===== config.mk =====
export PLATFORM = sky130hd
export DESIGN_NAME = binary_morphology_3x3_core
export DESIGN_NICKNAME = d
export VERILOG_FILES = /design/src/rtl/core/bmm_pkg.sv /design/src/rtl/core/binary_morphology_3x3_core.sv /design/src/rtl/core/bmm_queue.sv /design/src/rtl/core/bmm_front.sv /design/src/rtl/core/bmm_back.sv
export VERILOG_INCLUDE_DIRS = /design/src /design/src/rtl/core
export SDC_FILE = /design/constraint.sdc
export NUM_CORES = 2
export LEC_CHECK = 0
export ABC_AREA = 1
export BUFFER_PORTS_ARGS = -buffer_cell sky130_fd_sc_hd__buf_4
export CAP_MARGIN = 20
export CORE_MARGIN = 5
export CORE_UTILIZATION = 35
export CTS_CLUSTER_DIAMETER = 200
export DETAILED_ROUTE_END_ITERATION = 8
export SLEW_MARGIN = 10
export SYNTH_ARGS = -nofsm -noshare
export SYNTH_HDL_FRONTEND = slang
export SYNTH_SLANG_ARGS = --single-unit

===== constraint.sdc =====
create_clock -name clk -period 11.1 [get_ports clk]
set_clock_uncertainty 0.15 [all_clocks]
set_input_delay 0 -clock clk [delete_from_list [all_inputs] [get_ports clk]]
set_output_delay 0 -clock clk [all_outputs]
set_load 0.05 [all_outputs]

===== src/rtl/core/binary_morphology_3x3_core_macros.svh =====
// ----------------------------------------------------------------------------
// binary morphology assertion macros
// shared concurrent check templates, clocked on clk and disabled in reset
// ----------------------------------------------------------------------------
`ifndef BINARY_MORPHOLOGY_3X3_CORE_MACROS_SVH
`define BINARY_MORPHOLOGY_3X3_CORE_MACROS_SVH

// same-cycle implication
`define BMM_ASSERT_IMPLY(lbl, ante, cons, msg) \
	lbl: assert property (@(posedge clk) disable iff (!arst_n) (ante) |-> (cons)) \
		else $error(msg);

// next-cycle implication
`define BMM_ASSERT_NEXT(lbl, ante, cons, msg) \
	lbl: assert property (@(posedge clk) disable iff (!arst_n) (ante) |=> (cons)) \
		else $error(msg);

`endif


===== src/rtl/core/bmm_pkg.sv =====
// ----------------------------------------------------------------------------
// bmm_pkg
// shared codes, widths and the 3x3 neighbour operator for binary morphology
// ----------------------------------------------------------------------------
package bmm_pkg;

	// field widths
	localparam int PIX_W      = 64;
	localparam int ROW_W      = 10;
	localparam int TDATA_W    = 80;
	localparam int CFG_IDX_W  = 2;
	localparam int CFG_DATA_W = 11;

	// register indexes
	localparam logic [CFG_IDX_W-1:0] CFG_MODE   = 2'd0;
	localparam logic [CFG_IDX_W-1:0] CFG_WIDTH  = 2'd1;
	localparam logic [CFG_IDX_W-1:0] CFG_HEIGHT = 2'd2;

	// operation codes
	localparam logic [1:0] MODE_DILATE = 2'd0;
	localparam logic [1:0] MODE_ERODE  = 2'd1;
	localparam logic [1:0] MODE_OPEN   = 2'd2;
	localparam logic [1:0] MODE_CLOSE  = 2'd3;

	// register reset values
	localparam logic [6:0]  WIDTH_RST  = 7'd64;
	localparam logic [10:0] HEIGHT_RST = 11'd1024;

	// control from the register block to both halves
	typedef struct packed {
		logic [1:0] mode;
		logic       restart;
	} bmm_ctrl_t;

	// or of all eight neighbours, absent rows passed as zero
	function automatic logic [PIX_W-1:0] bmm_dilate(
		input logic [PIX_W-1:0] a,
		input logic [PIX_W-1:0] m,
		input logic [PIX_W-1:0] b,
		input logic [PIX_W-1:0] wm
	);
		logic [PIX_W-1:0] v;
		v = a | b;
		return (v | (v << 1) | (v >> 1) | (m << 1) | (m >> 1)) & wm;
	endfunction

	// dilation, or erosion as the dual on inverted pixels
	function automatic logic [PIX_W-1:0] bmm_op(
		input logic             erode,
		input logic [PIX_W-1:0] a,
		input logic             has_a,
		input logic [PIX_W-1:0] m,
		input logic [PIX_W-1:0] b,
		input logic             has_b,
		input logic [PIX_W-1:0] wm
	);
		logic [PIX_W-1:0] na;
		logic [PIX_W-1:0] nb;
		logic [PIX_W-1:0] res;
		if (erode) begin
			na  = has_a ? (~a & wm) : '0;
			nb  = has_b ? (~b & wm) : '0;
			res = ~bmm_dilate(na, ~m & wm, nb, wm) & wm;
		end else begin
			res = bmm_dilate(has_a ? a : '0, m, has_b ? b : '0, wm);
		end
		return res;
	endfunction

endpackage


===== src/rtl/core/binary_morphology_3x3_core.sv =====
// ----------------------------------------------------------------------------
// binary_morphology_3x3_core: 3x3 binary dilation, erosion, opening, closing
// path: results cross the decoupling queue and the output register, at most one result a cycle
// throughput: one row per cycle unless the queue fills; a last row may give more than one result
// reset: control cleared, mode dilation, width 64, height 1024, frame restarts
// ----------------------------------------------------------------------------
`include "binary_morphology_3x3_core_macros.svh"

module binary_morphology_3x3_core
	import bmm_pkg::*;
#(
	parameter int MAX_WIDTH  = 64,
	parameter int MAX_HEIGHT = 1024
) (
	input  logic                  clk,
	input  logic                  arst_n,
	input  logic                  s_tvalid,
	output logic                  s_tready,
	input  logic [PIX_W-1:0]      s_tdata,      // row_pixels
	output logic                  m_tvalid,
	input  logic                  m_tready,
	output logic [TDATA_W-1:0]    m_tdata,      // out_pixels, out_row
	output logic                  m_tlast,      // frame_last
	output logic [0:0]            m_tuser,      // run_last
	input  logic                  cfg_we,
	input  logic [CFG_IDX_W-1:0]  cfg_index,
	input  logic [CFG_DATA_W-1:0] cfg_data
);

	localparam int CW = (MAX_HEIGHT > 1) ? $clog2(MAX_HEIGHT) : 1;
	localparam int QW = 2 * MAX_WIDTH + 2 + CW;

	logic [1:0]           mode_q;
	logic [6:0]           frame_width_q;
	logic [10:0]          frame_height_q;

	bmm_ctrl_t            ctrl;
	logic                 restart;
	logic [MAX_WIDTH-1:0] wm;
	logic [CW-1:0]        hm1;
	logic                 q_push;
	logic [QW-1:0]        q_push_data;
	logic                 q_pop;
	logic [QW-1:0]        q_head;
	logic                 q_full;
	logic                 q_empty;
	logic [PIX_W-1:0]     out_pixels;
	logic [ROW_W-1:0]     out_row;
	logic                 run_last;
	logic                 frame_last;

	// config registers
	always_ff @(posedge clk or negedge arst_n) begin
		if (!arst_n) begin
			mode_q         <= MODE_DILATE;
			frame_width_q  <= WIDTH_RST;
			frame_height_q <= HEIGHT_RST;
		end else if (cfg_we) begin
			unique case (cfg_index)
				CFG_MODE:   mode_q         <= cfg_data[1:0];
				CFG_WIDTH:  frame_width_q  <= cfg_data[6:0];
				CFG_HEIGHT: frame_height_q <= cfg_data;
				default:    ;
			endcase
		end
	end

	// a write to any listed register restarts the frame
	always_comb begin
		unique case (cfg_index) inside
			CFG_MODE, CFG_WIDTH, CFG_HEIGHT: restart = cfg_we;
			default:                         restart = 1'b0;
		endcase
	end

	assign ctrl.mode    = mode_q;
	assign ctrl.restart = restart;

	// column mask, zero width behaves as one column
	always_comb begin
		for (int j = 0; j < MAX_WIDTH; j++) begin
			wm[j] = (frame_width_q == 7'd0) ? (j == 0) : (j < int'(frame_width_q));
		end
	end

	// index of the last row, height clamped to one..MAX_HEIGHT
	always_comb begin
		if (frame_height_q == 11'd0) begin
			hm1 = '0;
		end else if (int'(frame_height_q) > MAX_HEIGHT) begin
			hm1 = CW'(MAX_HEIGHT - 1);
		end else begin
			hm1 = CW'(frame_height_q - 11'd1);
		end
	end

	// first stage and input side
	bmm_front #(
		.MW(MAX_WIDTH),
		.CW(CW)
	) u_front (
		.clk       (clk),
		.arst_n    (arst_n),
		.ctrl      (ctrl),
		.wm        (wm),
		.hm1       (hm1),
		.s_tvalid  (s_tvalid),
		.s_tready  (s_tready),
		.s_tdata   (s_tdata),
		.q_full    (q_full),
		.push      (q_push),
		.push_data (q_push_data)
	);

	// decoupling queue
	bmm_queue #(
		.W(QW)
	) u_queue (
		.clk       (clk),
		.arst_n    (arst_n),
		.push      (q_push),
		.push_data (q_push_data),
		.pop       (q_pop),
		.head      (q_head),
		.full      (q_full),
		.empty     (q_empty)
	);

	// second stage and output side
	bmm_back #(
		.MW(MAX_WIDTH),
		.CW(CW)
	) u_back (
		.clk        (clk),
		.arst_n     (arst_n),
		.ctrl       (ctrl),
		.wm         (wm),
		.hm1        (hm1),
		.head_vld   (!q_empty),
		.head       (q_head),
		.pop        (q_pop),
		.m_tready   (m_tready),
		.m_tvalid   (m_tvalid),
		.out_pixels (out_pixels),
		.out_row    (out_row),
		.run_last   (run_last),
		.frame_last (frame_last)
	);

	// output packing
	assign m_tdata    = {(TDATA_W - PIX_W - ROW_W)'(0), out_row, out_pixels};
	assign m_tlast    = frame_last;
	assign m_tuser[0] = run_last;

	// checks
	`BMM_ASSERT_IMPLY(a_pop_nonempty, q_pop, !q_empty, "queue popped while empty")
	`BMM_ASSERT_NEXT(a_push_lands, q_push, !q_empty, "queued entry missing after push")
	`BMM_ASSERT_IMPLY(a_frame_end_run_end, m_tvalid && m_tlast, m_tuser[0],
		"last row of frame is not the last transfer of its input")

endmodule


===== src/rtl/core/bmm_queue.sv =====
// ----------------------------------------------------------------------------
// bmm_queue
// two-entry queue of first-stage results between the front and back halves
// ----------------------------------------------------------------------------
module bmm_queue #(
	parameter int W = 8
) (
	input  logic         clk,
	input  logic         arst_n,
	input  logic         push,
	input  logic [W-1:0] push_data,
	input  logic         pop,
	output logic [W-1:0] head,
	output logic         full,
	output logic         empty
);

	// depth is a power of two so the pointers wrap on their own
	localparam int DEPTH = 2;
	localparam int PW    = $clog2(DEPTH);
	localparam int CNTW  = $clog2(DEPTH + 1);

	logic [W-1:0]    mem_q [DEPTH];
	logic [PW-1:0]   wr_ptr_q;
	logic [PW-1:0]   rd_ptr_q;
	logic [CNTW-1:0] count_q;

	assign head  = mem_q[rd_ptr_q];
	assign full  = (count_q == CNTW'(DEPTH));
	assign empty = (count_q == '0);

	// entry storage
	always_ff @(posedge clk) begin
		if (push) begin
			mem_q[wr_ptr_q] <= push_data;
		end
	end

	// pointers and fill count
	always_ff @(posedge clk or negedge arst_n) begin
		if (!arst_n) begin
			wr_ptr_q <= '0;
			rd_ptr_q <= '0;
			count_q  <= '0;
		end else begin
			if (push) begin
				wr_ptr_q <= wr_ptr_q + PW'(1);
			end
			if (pop) begin
				rd_ptr_q <= rd_ptr_q + PW'(1);
			end
			count_q <= count_q + CNTW'(push) - CNTW'(pop);
		end
	end

endmodule


===== src/rtl/core/bmm_front.sv =====
// ----------------------------------------------------------------------------
// bmm_front
// accepts rows, runs the first morphology stage and queues its results
// ----------------------------------------------------------------------------
module bmm_front
	import bmm_pkg::*;
#(
	parameter int MW = 64,
	parameter int CW = 10
) (
	input  logic                 clk,
	input  logic                 arst_n,
	input  bmm_ctrl_t            ctrl,
	input  logic [MW-1:0]        wm,
	input  logic [CW-1:0]        hm1,
	input  logic                 s_tvalid,
	output logic                 s_tready,
	input  logic [PIX_W-1:0]     s_tdata,      // row_pixels
	input  logic                 q_full,
	output logic                 push,
	output logic [2*MW+1+CW:0]   push_data
);

	logic [MW-1:0]    above1_q;
	logic [MW-1:0]    mid1_q;
	logic [CW-1:0]    rows_in_q;

	logic             acc;
	logic             erode1;
	logic [MW-1:0]    row;
	logic             a_vld;
	logic             b_vld;
	logic [PIX_W-1:0] a64;
	logic [PIX_W-1:0] b64;

	assign s_tready = !q_full;
	assign acc      = s_tvalid && !q_full;
	assign erode1   = (ctrl.mode == MODE_ERODE) || (ctrl.mode == MODE_OPEN);
	assign row      = s_tdata[MW-1:0] & wm;

	// row above the new one, and the new one itself on the last row
	assign a_vld = (rows_in_q != '0);
	assign b_vld = (rows_in_q >= hm1);
	assign a64   = bmm_op(erode1, PIX_W'(above1_q), rows_in_q > CW'(1), PIX_W'(mid1_q),
		PIX_W'(row), 1'b1, PIX_W'(wm));
	assign b64   = bmm_op(erode1, PIX_W'(mid1_q), a_vld, PIX_W'(row), '0, 1'b0, PIX_W'(wm));

	// queue entry: row count, two valids, two result rows
	assign push      = acc && (a_vld || b_vld);
	assign push_data = {rows_in_q, b_vld, a_vld, b64[MW-1:0], a64[MW-1:0]};

	// row buffers
	always_ff @(posedge clk) begin
		if (acc) begin
			above1_q <= mid1_q;
			mid1_q   <= row;
		end
	end

	// row counter, wraps at the frame end
	always_ff @(posedge clk or negedge arst_n) begin
		if (!arst_n) begin
			rows_in_q <= '0;
		end else if (ctrl.restart) begin
			rows_in_q <= '0;
		end else if (acc) begin
			rows_in_q <= b_vld ? '0 : rows_in_q + CW'(1);
		end
	end

endmodule


===== src/rtl/core/bmm_back.sv =====
// ----------------------------------------------------------------------------
// bmm_back
// drains queued rows, runs the second stage in two-pass modes, one result
// per cycle into the output register while it can take one
// ----------------------------------------------------------------------------
module bmm_back
	import bmm_pkg::*;
#(
	parameter int MW = 64,
	parameter int CW = 10
) (
	input  logic               clk,
	input  logic               arst_n,
	input  bmm_ctrl_t          ctrl,
	input  logic [MW-1:0]      wm,
	input  logic [CW-1:0]      hm1,
	input  logic               head_vld,
	input  logic [2*MW+1+CW:0] head,
	output logic               pop,
	input  logic               m_tready,
	output logic               m_tvalid,
	output logic [PIX_W-1:0]   out_pixels,
	output logic [ROW_W-1:0]   out_row,
	output logic               run_last,
	output logic               frame_last
);

	logic [MW-1:0]    above2_q;
	logic [MW-1:0]    mid2_q;
	logic [CW-1:0]    rows_mid_q;
	logic             push_b_q;
	logic             sub_q;
	logic             out_vld_q;
	logic [MW-1:0]    out_pix_q;
	logic [CW-1:0]    out_idx_q;
	logic             run_last_q;

	logic [MW-1:0]    a_pix;
	logic [MW-1:0]    b_pix;
	logic             a_vld;
	logic             b_vld;
	logic [CW-1:0]    r_in;
	logic             two;
	logic             erode2;
	logic             cur_is_b;
	logic [MW-1:0]    cur_row;
	logic [CW-1:0]    cur_idx;
	logic             has0;
	logic             has1;
	logic [PIX_W-1:0] op0;
	logic [PIX_W-1:0] op1;
	logic [CW-1:0]    r2_next;
	logic             more_push;
	logic             first;
	logic             emit;
	logic             finish;
	logic             b_emits;
	logic [MW-1:0]    res_pix;
	logic [CW-1:0]    res_idx;
	logic             ld;
	logic             step;

	// unpack queue entry
	assign a_pix = head[MW-1:0];
	assign b_pix = head[2*MW-1:MW];
	assign a_vld = head[2*MW];
	assign b_vld = head[2*MW+1];
	assign r_in  = head[2*MW+2 +: CW];

	assign two    = (ctrl.mode == MODE_OPEN) || (ctrl.mode == MODE_CLOSE);
	assign erode2 = (ctrl.mode == MODE_CLOSE);

	// current first-stage row of the entry
	assign cur_is_b  = push_b_q || !a_vld;
	assign cur_row   = cur_is_b ? b_pix : a_pix;
	assign cur_idx   = cur_is_b ? r_in : r_in - CW'(1);
	assign more_push = !cur_is_b && b_vld;

	// second stage candidates for this row
	assign has0    = (rows_mid_q != '0);
	assign has1    = (rows_mid_q >= hm1);
	assign op0     = bmm_op(erode2, PIX_W'(above2_q), rows_mid_q > CW'(1), PIX_W'(mid2_q),
		PIX_W'(cur_row), 1'b1, PIX_W'(wm));
	assign op1     = bmm_op(erode2, PIX_W'(mid2_q), has0, PIX_W'(cur_row), '0, 1'b0,
		PIX_W'(wm));
	assign r2_next = has1 ? '0 : rows_mid_q + CW'(1);

	// pick this cycle's result
	always_comb begin
		if (two) begin
			first   = !sub_q && has0;
			emit    = first || has1;
			res_pix = first ? op0[MW-1:0] : op1[MW-1:0];
			res_idx = first ? rows_mid_q - CW'(1) : rows_mid_q;
			finish  = !(first && has1);
			b_emits = (r2_next != '0) || (r2_next >= hm1);
		end else begin
			first   = 1'b0;
			emit    = 1'b1;
			res_pix = cur_row;
			res_idx = cur_idx;
			finish  = 1'b1;
			b_emits = 1'b1;
		end
	end

	// advance when the output register can take a result or none is due
	assign ld   = !out_vld_q || m_tready;
	assign step = head_vld && (ld || !emit);
	assign pop  = step && finish && !more_push;

	// second stage row buffers and result payload
	always_ff @(posedge clk) begin
		if (step && finish && two) begin
			above2_q <= mid2_q;
			mid2_q   <= cur_row;
		end
		if (ld && step && emit) begin
			out_pix_q  <= res_pix;
			out_idx_q  <= res_idx;
			run_last_q <= finish && !(more_push && b_emits);
		end
	end

	// sequencer and output valid
	always_ff @(posedge clk or negedge arst_n) begin
		if (!arst_n) begin
			rows_mid_q <= '0;
			push_b_q   <= 1'b0;
			sub_q      <= 1'b0;
			out_vld_q  <= 1'b0;
		end else begin
			if (ctrl.restart) begin
				rows_mid_q <= '0;
			end else if (step && finish && two) begin
				rows_mid_q <= r2_next;
			end
			if (step) begin
				sub_q <= !finish;
				if (finish) begin
					push_b_q <= more_push;
				end
			end
			if (ld) begin
				out_vld_q <= step && emit;
			end
		end
	end

	assign m_tvalid   = out_vld_q;
	assign out_pixels = PIX_W'(out_pix_q);
	assign out_row    = ROW_W'(out_idx_q);
	assign run_last   = run_last_q;
	assign frame_last = (out_idx_q == hm1);

endmodule


# After elaboration in Yosys (flattened, before gate mapping)
# Memory sizes are Yosys's and may differ from the RTL's.
# Cells that the tools add are included.
[totals] ff_bits=378 mem_bits_rw=280 input_bits=82 n_memories=1
[mem_list] name="u_queue.mem_q" depth=2 width=140 rd=1 rd_ports_with_merged_regs=0 write_ports=1 line="bmm_queue.sv:23" rtl="logic [W-1:0] mem_q [DEPTH];"
[op_classes] addsub=9 magnitude_cmp=70 eq_ne=7 mux=96 bitwise_logic=65 n_reduce_logical=47
[op_table] operator="OR 64 bit" n=20
[op_table] operator="bitwise AND 64 bit" n=19
[op_table] operator="OR 64 x 63 -> 64 bit" n=16
[op_table] operator="two-way mux 64 bit" n=15
[op_table] operator="NOT 64 bit" n=10
[op_table] operator="less-than comparator 6 x 7 -> 1 bit, first input constant" n=32
[op_table] operator="less-than comparator 5 x 7 -> 1 bit, first input constant" n=16
[op_table] operator="two-way mux 10 bit" n=11
[op_table] operator="two-way mux 1 bit" n=70
[op_table] operator="less-than comparator 4 x 7 -> 1 bit, first input constant" n=8
[op_table] operator="greater-or-equal comparator 10 bit" n=3
[op_table] operator="nonzero test 10 bit" n=3
[op_table] operator="subtractor 10 x 1 -> 10 bit, second input constant" n=3
[op_table] operator="less-than comparator 3 x 7 -> 1 bit, first input constant" n=4
[op_table] operator="adder 10 x 1 -> 10 bit, second input constant" n=2
[op_table] operator="greater-than comparator 10 x 1 -> 1 bit, second input constant" n=2
[op_table] operator="logical AND 1 bit" n=14
[op_table] operator="less-than comparator 1 x 7 -> 1 bit, first input constant" n=2
[op_table] operator="less-than comparator 2 x 7 -> 1 bit, first input constant" n=2
[op_table] operator="greater-than comparator 11 bit, second input constant" n=1
[op_table] operator="logical NOT 1 bit" n=11
[op_table] operator="logical NOT 11 bit" n=1
[op_table] operator="== test 10 bit" n=1
[op_table] operator="== test 2 bit, second input constant" n=4
[op_table] operator="other kinds (10)" n=24

# Depth between registers and ports, before layout
# An unclocked memory read counts as a cell.
[depth] ltp_word=17 depth_mapped=33

# Hierarchy
# Synthesis repeated with hierarchy kept, for this count alone.
[unflattened] hier_cells=6074 hier_area_um2=43330.3
[by_module_without_submodules] module="bmm_back" instances=1 cells_per_inst=2824 area_each_um2=17890.9 seq_area_each_um2=6421.2
[by_module_without_submodules] module="bmm_front" instances=1 cells_per_inst=2229 area_each_um2=13191.4 seq_area_each_um2=4093.9
[by_module_without_submodules] module="bmm_queue" instances=1 cells_per_inst=756 area_each_um2=10575.1 seq_area_each_um2=8508.2
[by_module_without_submodules] module="binary_morphology_3x3_core" instances=1 cells_per_inst=265 area_each_um2=1672.9 seq_area_each_um2=503.0

# Least setup slack after synthesis
# Ideal clock, no wire load.
[synth_timing] path_type="register to register" startpoint="register u_queue.count_q[1]" endpoint="memory u_queue.mem_q[1][0] in the netlist's numbering (enable)" arrival_ps=9807 t_required_ps=10308 slack_ps=501 path_stages_with_launch=6 n_path_buf=0 synth_period_minus_slack_ps=10599 path_cell_list="dfrtp_1 -> nand2_1 -> nand2_1 -> inv_1 -> nand2_1 -> nor2_1"
[synth_via] elab_chain_cells=6
[synth_rtl] item="from (decl)" line="bmm_queue.sv:26" rtl="logic [CNTW-1:0] count_q;"
[synth_rtl] item="from (signal assigned)" line="bmm_queue.sv:52" rtl="count_q <= count_q + CNTW'(push) - CNTW'(pop);"
[synth_rtl] item="== test 2 bit" line="bmm_queue.sv:29" rtl="assign full = (count_q == CNTW'(DEPTH));"
[synth_rtl] item="logical NOT 1 bit"
[synth_rtl] item="net s_tready" line="binary_morphology_3x3_core.sv:18" rtl="output logic s_tready,"
[synth_rtl] item="logical AND 1 bit" line="bmm_front.sv:37" rtl="assign acc = s_tvalid && !q_full;"
[synth_rtl] item="net u_front.acc" line="bmm_front.sv:28" rtl="logic acc;"
[synth_rtl] item="logical AND 1 bit" line="bmm_front.sv:49" rtl="assign push = acc && (a_vld || b_vld);"
[synth_rtl] item="two-way mux 1 bit" line="bmm_queue.sv:34" rtl="if (push) begin"
[synth_rtl] item="two-way mux 1 bit (implied by the code)" line="bmm_queue.sv:35" rtl="mem_q[wr_ptr_q] <= push_data;"
[synth_rtl] item="to (decl)" line="bmm_queue.sv:23"
# The timed path passes the listed nets, and every way through them passes these cells.

# Worst setup path in the final report
[layout_timing] startpoint="register u_back.rows_mid_q[0]" endpoint="register u_back.above2_q[33] (enable)"
[layout_via] elab_chain_cells=9 elab_cells_between_ends=13 cone_classes="order compare (1); mux (2); reduce/logical (10)"
[layout_rtl] item="from (decl)" line="bmm_back.sv:30" rtl="logic [CW-1:0] rows_mid_q;"
[layout_rtl] item="from (signal assigned)" line="bmm_back.sv:136" rtl="rows_mid_q <= r2_next;"
[layout_rtl] item="branches (longest 7 deep; another with greater-or-equal comparator 10 bit)"
[layout_rtl] item="logical AND 1 bit * (2 in series)" line="bmm_back.sv:114" rtl="if (step && finish && two) begin"
[layout_rtl] item="to (signal assigned)" line="bmm_back.sv:115" rtl="above2_q <= mid2_q;"
[layout_rtl] item="to (decl)" line="bmm_back.sv:28" rtl="logic [MW-1:0] above2_q;"
# Mark *: on every way between the ends.
# A chain may end at the register's enable or synchronous reset.

==> flow_metrics.env <==
export IMPL_crit_fanout=60
export IMPL_met3_usage=0.05476
export IMPL_ir_drop_v=0.0001507
export IMPL_worst_path_buf_inv=7
export IMPL_critical_path_startpoint="u_back.rows_mid_q[0]"
export IMPL_core_um2=116500
export IMPL_placementRows=125
export IMPL_end_kind="flop"
export IMPL_yosysMostFrequentCell="nand2_1"
export IMPL_n_fill_cell=11833
export IMPL_ff2ff_setup_slack_ns=5.47
export IMPL_muxShareOfSynthArea=0.0005167
export IMPL_relSlewSlack=0.2559
export IMPL_synth_edf_count=611
export IMPL_worstPathArrival_ns=5.79
export IMPL_clock_latency_ns=0.66
export IMPL_busiest_layer="met1"
export IMPL_synth_adder_area_share=0.01246
export IMPL_cts_setup_buffers=0
export IMPL_setup_viol=0
export IMPL_hold_path_class="input pin to flop"
export IMPL_die_area_um2=124600
export IMPL_clk_path_buf_depth=3
export IMPL_cp_slowest_cell="clkinv_2"
export IMPL_hold_viol=0
export IMPL_final_core_util=0.4072
export IMPL_cp_start_kind="flop"
export IMPL_clock_power_share=0.180
export IMPL_met1_usage=0.3610
export IMPL_finalMaxSlewViolations=0
export IMPL_layoutNonFillerInstCount=7171
export IMPL_synthTopCellsByArea="edfxtp_1, nand2_1, nor2_1"
export IMPL_crit_family="buffers and inverters"
export IMPL_gr_usage_met2=0.3409
export IMPL_setup_worst_path_end="u_back.above2_q[33]"
export IMPL_switching_share=0.5093
export IMPL_ys_ff_latch=658
export IMPL_multi_input_area_um2=18230
export IMPL_pin_count=166
export IMPL_grt_pass1_vias=37443
export IMPL_yosys_top_cells_count="nand2_1, nor2_1, inv_1"
export IMPL_cap_violations=0
export IMPL_p_int_mw=7.337
export IMPL_synth_cells=5396
export IMPL_track_usage=0.2432
export IMPL_area_delta_synth_final_pct=15.26
export IMPL_layout_drive_gt1_share=0.08431
export IMPL_rr_worst_depth=17
export IMPL_reg2reg_to="u_back.above2_q[33]"
export IMPL_ys_seq_area_frac=0.4744
export IMPL_cp_slowest_stage_delay_ns=0.69
export IMPL_cts_tree="done"
export IMPL_wirelength_um=158100
export IMPL_synthSimpleGateAreaFrac=0.3011
export IMPL_worstPathCellList="inv_1 -> ha_1 -> inv_1 -> nor2_1 -> nand3_2 -> buf_4 -> nand2_4 -> clkinv_2 -> nor2_4 -> nand2_1 -> nand2_1 -> nand2_1 -> nor2_4 -> nand2_4 -> clkinv_4 -> buf_4 -> buf_16"
export IMPL_required_ns=11.26
export IMPL_fin_crit_sh=0.5069
export IMPL_grt_max_degree=133
export IMPL_routabilityCongestion=0.9884
export IMPL_cp_num_cells=17
export IMPL_comb_power_share=0.537
export IMPL_period_needed_ns=5.626
export IMPL_synth_cell_types=67
export IMPL_vias=40520
export IMPL_grt_ovfl_total=0
export IMPL_hold_ws_ns=0.06956
export IMPL_finalPower_mw=14.95
export IMPL_root_buffer="clkbuf_16"
export IMPL_yosysTopAreaCell="edfxtp_1"
export IMPL_synth_avg_cell_area_um2=7.628
export IMPL_h_tree_depth=3
export IMPL_p_leak_nw=20.54
export IMPL_io_buffer_count=159
export IMPL_worst_pin_slew_ns=1.104
export IMPL_dp_cells=6934
export IMPL_drc_errors=0
export IMPL_p_switching_mw=7.614
export IMPL_tns_ns=0
export IMPL_synth_compound_area_frac=0.1212
export IMPL_cts_buffers=78
export IMPL_p_per_area_nw_per_um2=315.1
export IMPL_first_pass_iters=6
export IMPL_path_common_cell="nand2_1"
export IMPL_yosys_warnings=0
export IMPL_hpwl_um=114900
export IMPL_avgRoutedWirePerCell_um=22.04
export IMPL_drtIter0Drc=5228
export IMPL_synthesis_area_um2=41160
export IMPL_nNetsFinal=5708
export IMPL_synth_main_ff_cell="edfxtp_1"
export IMPL_yosys_area_top_type_share=0.4457
export IMPL_initial_core_util=0.3533
export IMPL_async_flop_share=0.07143
export IMPL_path_class="flop to flop"
export IMPL_vias_per_cell=5.651
export IMPL_seqCellArea_um2=19530
export IMPL_die_w_um=352.9
export IMPL_die_h_um=352.9
export IMPL_clock_sinks=658
export IMPL_postCtsResizedCells=0
export IMPL_hp_start="s_tdata[51]"
export IMPL_synthXorXnorAreaFrac=0.004894
export IMPL_outcome="complete, no violations"
export IMPL_clk_pin_slew_ns=0.07
export IMPL_grt_pass1_wl_um=235900
export IMPL_synth_top_family_by_area="simple AND/OR/NAND/NOR gates"
export IMPL_max_freq_mhz=177.7
export IMPL_grt_antenna_before_repair=2
export IMPL_power_frac_seq=0.283
export IMPL_r2r_start="u_back.rows_mid_q[0]"
export IMPL_rsz0062_at_grt="false"
export IMPL_ant_nets=0
## final cells by class
cell class,instances,area share
Timing Repair Buffer,306,0.05443
Multi-Input combinational cell,3860,0.3842
Antenna cell,1,0.00005274
Inverter,681,0.05417
Tap cell,1524,0.04019
Clock inverter,46,0.01123
Clock buffer,95,0.04404
Sequential cell,658,0.4116
## cells by family after synthesis
kind of cell | after synthesis
compound gates | 880
flops | 658
xor+xnor | 23
mux | 2
simple gates | 2908
fa+ha+maj | 41
other cells | 1
buf+inv | 883
## power by group through the flow
stage / Clock [mW] / Sequential (mW) / Combinational, mW
2_1_floorplan: 0 / 4.64 / 4.69
3_3_place_gp: 0 / 4.26 / 7.72
3_5_place_dp: 0 / 4.27 / 7.74
4_1_cts: 2.74 / 4.22 / 7.79
5_1_grt: 2.84 / 4.29 / 8.68
6_report: 2.70 / 4.23 / 8.03
## registers in the layout, indices dropped and copies added, names as in the netlist, 7 cells and up
signal,flops
u_back.rows_mid_q,10
u_back.mid2_q,64
u_front.rows_in_q,10
u_back.above2_q,64
u_queue.mem_q,280
u_front.mid1_q,64
frame_height_q,11
u_front.above1_q,64
frame_width_q,7
u_back.out_row,10
u_back.out_pixels,64
## routing by layer
layer  part of all wire  wire length [µm]
met5           0.000082                13
met3               0.11             17640
met1               0.45             70550
met2               0.40             63240
met4              0.042              6644
## worst min path at each step
stage | end | slack [ns] | cells past startpoint
3_3_place_gp | u_back.rows_mid_q[5] | -0.07 | 1
6_report | u_front.mid1_q[51] | 0.07 | 4
2_1_floorplan | frame_height_q[0] | -0.45 | 0
3_5_place_dp | u_back.rows_mid_q[5] | -0.07 | 1
5_1_grt | u_front.mid1_q[51] | 0.08 | 4
4_1_cts | u_front.mid1_q[51] | 0.02 | 4
## what timing repair did
item,4_1_cts,5_1_grt
setup endpoints to repair,0,0
hold endpoints to repair,382,0
hold buffers,94,0
## placed cells by master (no fill, tap or decap), types with 8 or more instances in the layout
cell type and n:
a21oi_1 244, a21oi_2 12, a31o_2 8, a31oi_1 46, a41oi_1 10, buf_4 210, bufinv_16 11, clkbuf_1 13
clkbuf_16 81, clkinv_1 13, clkinv_2 13, dfrtp_1 44, dlygate4sd3_1 93, edfxtp_1 611, ha_1 39, inv_1 647
inv_2 29, nand2_1 1423, nand2_2 16, nand3_1 405, nand3b_1 29, nand4_1 120, nor2_1 667, nor2_4 18
nor3_1 146, nor4_1 26, o2111ai_1 24, o211ai_1 13, o21ai_0 388, o21ai_1 37, o21ai_2 14, o22ai_1 15
o31ai_1 36, or2_2 21, xor2_1 17
## worst min-delay path: stages
cell and delay, ns:
dlygate4sd3_1 0.52, buf_4 0.11, nand2_1 0.07, inv_1 0.06
## metrics by stage
step / setup WS (ns) / cell area, µm²
floorplan: 0.5013 / 41180
global placement: 5.414 / 43830
detailed placement: 5.322 / 43830
CTS: 5.335 / 47410
global route: 5.054 / 47440
finish: 5.474 / 47440
No activity file was read; power rests on OpenSTA's default activity.
